[config.mk]
export PLATFORM = sky130hd
export DESIGN_NAME = barometric_height_isothermal_core
export DESIGN_NICKNAME = d
export VERILOG_FILES = /design/src/hdl/bhi_pkg.sv /design/src/hdl/bhi_mul.sv /design/src/hdl/barometric_height_isothermal_core.sv
export SDC_FILE = /design/constraint.sdc
export NUM_CORES = 2
export LEC_CHECK = 0
export BUFFER_PORTS_ARGS = -buffer_cell sky130_fd_sc_hd__buf_4
export CAP_MARGIN = 30
export CORE_AREA = 2 2 382 308
export DETAILED_ROUTE_END_ITERATION = 8
export DIE_AREA = 0 0 384 310
export GPL_TIMING_DRIVEN = 0
export HOLD_SLACK_MARGIN = 0.1
export PLACE_DENSITY = 0.8
export SLEW_MARGIN = 20
export SYNTH_ARGS = -nofsm -noshare
export SYNTH_HDL_FRONTEND = slang
export SYNTH_SLANG_ARGS = --single-unit
[constraint.sdc]
create_clock -name clock -period 14.15 [get_ports clock]
set_input_delay 2.1225 -clock clock [delete_from_list [all_inputs] [get_ports clock]]
set_output_delay 2.1225 -clock clock [all_outputs]
set_load 0.005 [all_outputs]
[src/hdl/bhi_pkg.sv]
// Shared constants and types for the barometric height core.
package bhi_pkg;

   localparam int LogFracBits = 24;
   localparam int LgWidth     = 5 + LogFracBits;
   localparam int LnWidth     = 34;
   localparam logic [29:0] Ln2Q30 = 30'd744261118;
   localparam logic [26:0] HeightLimit = 27'd100000000;
   localparam logic [23:0] GasScaleReset = 24'd1914068;

   typedef enum logic [1:0] {
      STAT_WARMUP  = 2'd0,
      STAT_REF     = 2'd1,
      STAT_HEIGHT  = 2'd2,
      STAT_ZERO    = 2'd3
   } status_type;

   typedef enum logic [1:0] {
      PH_NONE = 2'd0,
      PH_WARM = 2'd1,
      PH_REF  = 2'd2
   } phase_type;

endpackage

[src/hdl/bhi_mul.sv]
// Shared 32x32 unsigned multiplier with a registered product.
module bhi_mul (
   input  logic        clock,
   input  logic [31:0] a,
   input  logic [31:0] b,
   output logic [63:0] p
);
   logic [63:0] p_ff;
   logic [63:0] p_in;

   // Form the product and register it
   assign p_in = {32'd0, a} * {32'd0, b};

   always_ff @(posedge clock) begin
      p_ff <= p_in;
   end

   assign p = p_ff;
endmodule

[src/hdl/barometric_height_isothermal_core.sv]
// Top level: sequencer for the isothermal barometric height core.
//
// Usage: an item on req_ (pressure_raw, temperature_raw) is taken when
// req_valid and req_ready are high. One result (height_mm, status) leaves on
// rsp_ under valid/ready. csr_we writes gas_scale (24 bits) whenever it is
// high; it is to be used only between items, which the block does not enforce.
// A zero pressure or warm-up item goes straight to the result. Other items
// take the log: a normalization step, then one shared-multiplier square per
// fraction bit (24 bits). The ln-2 scale is formed as four 32x32 partial
// products, each issued and then accumulated, and a branch step follows;
// a reference item returns there. A height item adds two more products
// (|T| x 10 x gas_scale, then that by |dln|) and a saturation step.
// One item at a time: req_ready is low from acceptance until the result has
// been taken.
// While the receiver stalls the result is held on rsp_.
// Reset clears the phase (next nonzero item is a warm-up), the reference log
// and the gas_scale register to its default; in-flight work is dropped.
module barometric_height_isothermal_core (
   input  logic               clock,
   input  logic               reset,
   input  logic               req_valid,
   output logic               req_ready,
   input  logic [31:0]        req_pressure_raw,
   input  logic signed [31:0] req_temperature_raw,
   output logic               rsp_valid,
   input  logic               rsp_ready,
   output logic signed [27:0] rsp_height_mm,
   output logic [1:0]         rsp_status,
   input  logic               csr_we,
   input  logic [23:0]        csr_wdata
);

   typedef enum logic [9:0] {
      S_IDLE  = 10'b0000000001,
      S_NORM  = 10'b0000000010,
      S_SQ    = 10'b0000000100,
      S_SQW   = 10'b0000001000,
      S_LN    = 10'b0000010000,
      S_KMUL  = 10'b0000100000,
      S_HMUL  = 10'b0001000000,
      S_HW    = 10'b0010000000,
      S_SAT   = 10'b0100000000,
      S_OUT   = 10'b1000000000
   } state_type;

   state_type state_ff, state_in;
   logic [1:0]  phase_ff, phase_in;
   logic [bhi_pkg::LnWidth-1:0] ref_ln_ff, ref_ln_in;
   logic [23:0] gas_ff, gas_in;
   logic [31:0] p_ff, p_in;
   logic signed [32:0] t_ff, t_in;
   logic [32:0] m_ff, m_in;
   logic [bhi_pkg::LgWidth-1:0] lg_ff, lg_in;
   logic [4:0]  cnt_ff, cnt_in;
   logic [1:0]  sub_ff, sub_in;
   logic [127:0] acc_ff, acc_in;
   logic [63:0] xa_ff, xa_in;
   logic [63:0] xb_ff, xb_in;
   logic        neg_ff, neg_in;
   logic        rv_ff, rv_in;
   logic signed [27:0] h_ff, h_in;
   logic [1:0]  st_ff, st_in;
   logic [31:0] ma, mb;
   logic [63:0] mp;
   logic [4:0]  lead;
   logic [63:0] sq;
   logic [bhi_pkg::LnWidth-1:0] ln_val;
   logic signed [bhi_pkg::LnWidth:0] dln;
   logic [127:0] shifted;

   bhi_mul u_mul (.clock(clock), .a(ma), .b(mb), .p(mp));

   // Leading-one position of the pressure
   always_comb begin
      lead = 5'd0;
      for (int i = 0; i < 32; i++) begin
         if (p_ff[i]) lead = 5'(i);
      end
   end

   // Multiplier operand select: squares in log, partial products elsewhere
   always_comb begin
      ma = m_ff[31:0];
      mb = m_ff[31:0];
      if (state_ff == S_LN || state_ff == S_KMUL || state_ff == S_HMUL) begin
         ma = sub_ff[1] ? xa_ff[63:32] : xa_ff[31:0];
         mb = sub_ff[0] ? xb_ff[63:32] : xb_ff[31:0];
      end
   end

   assign sq = mp >> 31;
   assign ln_val = bhi_pkg::LnWidth'((acc_ff + (128'd1 << 29)) >> 30);
   assign dln = $signed({1'b0, ref_ln_ff}) - $signed({1'b0, ln_val});
   assign shifted = acc_ff >> (16 + bhi_pkg::LogFracBits);

   // Sequence one item through the shared multiplier
   always_comb begin
      state_in = state_ff; phase_in = phase_ff; ref_ln_in = ref_ln_ff;
      gas_in = csr_we ? csr_wdata : gas_ff;
      p_in = p_ff; t_in = t_ff; m_in = m_ff; lg_in = lg_ff; cnt_in = cnt_ff;
      sub_in = sub_ff; acc_in = acc_ff; xa_in = xa_ff; xb_in = xb_ff;
      neg_in = neg_ff; rv_in = rv_ff; h_in = h_ff; st_in = st_ff;
      case (state_ff)
         S_IDLE: begin
            if (req_valid) begin
               p_in = req_pressure_raw;
               t_in = 33'(req_temperature_raw) + 33'sd27315;
               h_in = '0;
               if (req_pressure_raw == 32'd0) begin
                  st_in = bhi_pkg::STAT_ZERO; rv_in = 1'b1; state_in = S_OUT;
               end else if (phase_ff == bhi_pkg::PH_NONE) begin
                  phase_in = bhi_pkg::PH_WARM;
                  st_in = bhi_pkg::STAT_WARMUP; rv_in = 1'b1; state_in = S_OUT;
               end else begin
                  state_in = S_NORM;
               end
            end
         end
         S_NORM: begin
            m_in = {1'b0, p_ff << (5'd31 - lead)};
            lg_in = bhi_pkg::LgWidth'(lead);
            cnt_in = '0;
            state_in = S_SQ;
         end
         S_SQ: state_in = S_SQW;
         S_SQW: begin
            lg_in = {lg_ff[bhi_pkg::LgWidth-2:0], sq[32]};
            m_in = sq[32] ? sq[33:1] : sq[32:0];
            cnt_in = cnt_ff + 5'd1;
            if (cnt_ff == 5'(bhi_pkg::LogFracBits - 1)) begin
               xa_in = {{(64-bhi_pkg::LgWidth){1'b0}},
                        lg_ff[bhi_pkg::LgWidth-2:0], sq[32]};
               xb_in = 64'(bhi_pkg::Ln2Q30);
               acc_in = '0; sub_in = '0; cnt_in = '0;
               state_in = S_LN;
            end else begin
               state_in = S_SQ;
            end
         end
         S_LN, S_KMUL, S_HMUL: begin
            // Per partial product: issue, then accumulate
            if (cnt_ff[0]) begin
               acc_in = acc_ff + (128'(mp) << (7'({sub_ff[1], 5'd0}) +
                                               7'({sub_ff[0], 5'd0})));
               sub_in = sub_ff + 2'd1;
               cnt_in = '0;
               if (sub_ff == 2'd3) begin
                  sub_in = '0;
                  if (state_ff == S_LN) begin
                     state_in = S_HW;
                  end else if (state_ff == S_KMUL) begin
                     xa_in = acc_in[63:0];
                     state_in = S_HMUL;
                     acc_in = '0;
                  end else begin
                     state_in = S_SAT;
                  end
               end
            end else begin
               cnt_in = 5'd1;
            end
         end
         S_HW: begin
            if (phase_ff == bhi_pkg::PH_WARM) begin
               ref_ln_in = ln_val; phase_in = bhi_pkg::PH_REF;
               st_in = bhi_pkg::STAT_REF; rv_in = 1'b1; state_in = S_OUT;
            end else begin
               // Load |T| and 10 x gas_scale; keep |dln| for the second product
               neg_in = t_ff[32] ^ dln[bhi_pkg::LnWidth];
               xa_in = {31'd0, t_ff[32] ? 33'(-t_ff) : 33'(t_ff)};
               xb_in = {37'd0, gas_ff, 3'd0} + {39'd0, gas_ff, 1'd0};
               m_in = dln[bhi_pkg::LnWidth] ? 33'(-dln) : 33'(dln);
               acc_in = '0; cnt_in = '0; sub_in = '0;
               state_in = S_KMUL;
            end
         end
         S_SAT: begin
            if (shifted > 128'(bhi_pkg::HeightLimit)) begin
               h_in = neg_ff ? -28'sd100000000 : 28'sd100000000;
            end else begin
               h_in = neg_ff ? -$signed(shifted[27:0]) : $signed(shifted[27:0]);
            end
            st_in = bhi_pkg::STAT_HEIGHT; rv_in = 1'b1; state_in = S_OUT;
         end
         S_OUT: begin
            if (rsp_ready) begin
               rv_in = 1'b0; state_in = S_IDLE;
            end
         end
         default: state_in = S_IDLE;
      endcase
      // The second product takes |dln| from m register
      if (state_ff == S_KMUL && cnt_ff[0] && sub_ff == 2'd3) begin
         xb_in = {31'd0, m_ff};
      end
   end

   always_ff @(posedge clock) begin
      if (reset) begin
         state_ff <= S_IDLE;
         phase_ff <= bhi_pkg::PH_NONE;
         ref_ln_ff <= '0;
         gas_ff <= bhi_pkg::GasScaleReset;
         rv_ff <= 1'b0;
      end else begin
         state_ff <= state_in;
         phase_ff <= phase_in;
         ref_ln_ff <= ref_ln_in;
         gas_ff <= gas_in;
         rv_ff <= rv_in;
      end
   end

   always_ff @(posedge clock) begin
      p_ff <= p_in; t_ff <= t_in; m_ff <= m_in; lg_ff <= lg_in;
      cnt_ff <= cnt_in; sub_ff <= sub_in; acc_ff <= acc_in;
      xa_ff <= xa_in; xb_ff <= xb_in; neg_ff <= neg_in;
      h_ff <= h_in; st_ff <= st_in;
   end

   assign req_ready = (state_ff == S_IDLE);
   assign rsp_valid = rv_ff;
   assign rsp_height_mm = h_ff;
   assign rsp_status = st_ff;

   // Result valid only in output state
   a_rv: assert property (@(posedge clock) disable iff (reset)
      rsp_valid == (state_ff == S_OUT)) else $error("rsp_valid mismatch");
   // Warm-up, reference and zero-pressure results carry zero height
   a_zero: assert property (@(posedge clock) disable iff (reset)
      rsp_valid && (rsp_status != bhi_pkg::STAT_HEIGHT) |-> rsp_height_mm == 28'sd0)
      else $error("nonzero height");
   // Reference phase never goes back
   a_phase: assert property (@(posedge clock) disable iff (reset)
      $past(phase_ff) == bhi_pkg::PH_REF && !$past(reset) |-> phase_ff == bhi_pkg::PH_REF)
      else $error("phase regressed");

endmodule
==> run summary <==
status: complete, but fails checks
violated checks: DRC
Filler cells: 9,689
Crit Path Class: reg2reg
Initial Util: 59.4%
nets: 9,553
buffer count from post-CTS setup fixing: 0
worst setup path start: state_ff[0]$_SDFFE_PP1P_
Yosys top cell area share: 26.2%
Seq. cell area: 14,400 um^2
most frequent cells after synthesis: 1,156 x nor2_1, 978 x inv_1, 899 x fa_1
hpwl dp: 239 mm
Seq/Total Area, Yosys: 20.9%
WHS Path Cells: 2
CP endpoint kind: flop
main flop type after synthesis: edfxtp_1
CP Max Fanout: 10
RSZ-0062 raised after global routing: false
top-count cell post-synth: nor2_1
DP Area: 72,600 um^2
Critical Path RT: 14.65 ns
mapped cell area: 68,700 um^2
antenna violations before repair: 28
CTS resizes: 0
Port Buffers: 124
clock root buffer: clkbuf_16
Synth-to-Final Area Change: 8.60%
area of the multi-input gates: 49,200 um^2
Hold Buf Count CTS: 0
width of the die: 384 um
synth top area cells: fa_1 26%, edfxtp_1 17%, ha_1 8.3%
ANT nets after route: 0
total CTS buffers: 49
cell taking the most area after synthesis: fa_1
slowest CP cell: a211oi_1
WL final: 288 mm
EDFF count, synth: 389
startpoint class of the critical path: flop
routability cong.: 1.09
Vias: 63,700
Syn Nets: 9,267
global-route wire length before repair: 408 mm
Gate Count Post-Synth: 7,821
post-synthesis area per instance: 8.78 um^2
biggest cell delay along the critical path: 1.00 ns
RR Startpoint: state_ff[0]$_SDFFE_PP1P_
die area: 119,000 um^2
Final Cycle Share: 96.1%
Yosys reg bits: 524
# DRC: 7
Max-Cap Viols: 0
worst reg2reg path depth: 35
largest net degree at the start of global routing: 66
post-layout minimum cycle time: 13.60 ns
Max Transition Viols Final: 0
Synth cell types: 85
worst skew pair latency: 0.68 ns
wire length on met3: 51.7 mm
Slew headroom: 21.7%
vias in the first global route: 60,700
H-tree levels: 2
clk slew on worst S/H paths: 0.07 ns
final instance area: 74,600 um^2
Final setup viols: 0
M1 WL: 111 mm
final hold vios: 0
vias per inst: 6.55
Detailed Route Iter0 Violations: 9,169
num rows: 112
clock tree buffer depth: 3
Min-Delay Path Class: reg2reg
WL/cell: 29.6 um
CTS tree: built
FMAX: 0.0735 GHz
Core Box Area: 116,000 um^2
Worst-Margin Slew: 1.17 ns
metal2 WL: 110 mm
layout cells sized above 1: 5.79%
Worst Path Arrival: 14.11 ns
CTS sink cnt: 524
io pins: 125
Yosys warnings: 0
Max Used Layer: met5
DRT Pass-1 Iters: 9
worst hold start: rsp_valid$_SDFFE_PP0P_
gr ovfl total: 0
most used cell, CP: fa_1
Worst Skew: 0.0526 ns
ys async rst share: 0%
DIE HEIGHT: 310 um
GRT Overall Usage: 47.7%
==> layout by cell type, fill, tap and decap left out, types with 47 or more instances in the layout <==
| cell type | synthesis | layout |
|---|---|---|
| a211oi_1 | 75 | 71 |
| a21o_1 | 135 | 135 |
| a21oi_1 | 372 | 369 |
| a31oi_1 | 47 | 47 |
| and2_1 | 61 | 61 |
| and3_1 | 67 | 67 |
| buf_4 | 0 | 149 |
| clkbuf_1 | 360 | 347 |
| clkbuf_16 | 0 | 50 |
| dfxtp_1 | 135 | 135 |
| edfxtp_1 | 389 | 389 |
| fa_1 | 899 | 899 |
| ha_1 | 454 | 454 |
| inv_1 | 978 | 977 |
| mux2i_1 | 150 | 150 |
| nand2_1 | 747 | 747 |
| nand2b_1 | 64 | 64 |
| nand3_1 | 82 | 82 |
| nand4_1 | 76 | 76 |
| nor2_1 | 1156 | 1151 |
| nor2b_1 | 111 | 111 |
| nor3_1 | 92 | 91 |
| nor4_1 | 49 | 47 |
| o21a_1 | 68 | 68 |
| o21ai_0 | 298 | 295 |
| o21bai_1 | 57 | 57 |
| or2_2 | 48 | 48 |
| xnor2_1 | 215 | 214 |
| xor2_1 | 132 | 132 |
==> critical path: cells and delay by family, from the launching register on <==
| family | cells | cell delay [ns] |
|---|---|---|
| buffers and inverters | 8 | 2.12 |
| and+or+nand+nor | 8 | 2.82 |
| DFF | 1 | 0.36 |
| xor gates and xnor gates | 1 | 0.29 |
| AOI/OAI and AO/OA | 9 | 3.35 |
| adders and majority gates | 9 | 4.45 |
==> kinds of logic after synthesis <==
kind of cell | Yosys count | synth area share [%]
AOI/OAI and AO/OA | 1375 | 12.7
xor gates and xnor gates | 347 | 4.42
adders and majority gates | 1353 | 34.5
buffers and inverters | 1381 | 7.55
DFF | 524 | 20.9
muxes | 176 | 2.63
and+or+nand+nor | 2665 | 17.3
==> final cells by class <==
cell class	instances	share of cell area, %
diodes	42	0.141
flip-flops and latches	524	19.3
clock inverters	28	0.359
repair buffers	235	2.78
multi-input cells	5916	66.0
plain buffers	402	2.06
well taps	1539	2.58
clock buffers	64	1.85
inverters	979	4.93
==> routing by layer <==
layer / vias to the layer above / global-route usage [%]
li1: 26500 / -
met3: 940 / 24.0
met1: 31200 / 65.4
met2: 5151 / 63.6
met4: 44 / 18.4
met5: - / 3.38
==> registers in the layout, indices dropped and copies added (netlist names), 2 cells and up <==
name           count
acc_ff           128
rsp_status         2
phase_ff           2
t_ff              33
p_ff              32
ref_ln_ff         34
state_ff          10
cnt_ff             5
xb_ff             33
gas_ff            24
u_mul.p           64
sub_ff             2
xa_ff             64
lg_ff             28
rsp_height_mm     28
m_ff              33
==> final timing paths <==
path / end / slack (ns)
max: u_mul.p[58]$_DFF_P_ / 0.55
min: rsp_valid$_SDFFE_PP0P_ / 0.48
max reg2reg: u_mul.p[58]$_DFF_P_ / 0.55
min reg2reg: rsp_valid$_SDFFE_PP0P_ / 0.48
==> through the flow <==
step / setup TNS [ns] / hold slack (ns) / std cells / util, % / setup slack [ns]
6_report: 0 / 0.477 / 9729 / 64.5 / 0.545
5_1_grt: 0 / 0.518 / 9689 / 64.4 / 0.484
4_1_cts: 0 / 0.474 / 9670 / 64.3 / 0.986
3_5_place_dp: 0 / 0.465 / 9578 / 62.8 / 1.09
3_3_place_gp: -341.96 / 0.447 / 9484 / 61.9 / -2.65
2_1_floorplan: 0 / 0.453 / 7821 / - / 2.70
Power is not shown: default switching activity piles up to over one toggle a cycle in this logic, so the estimate is an artifact.
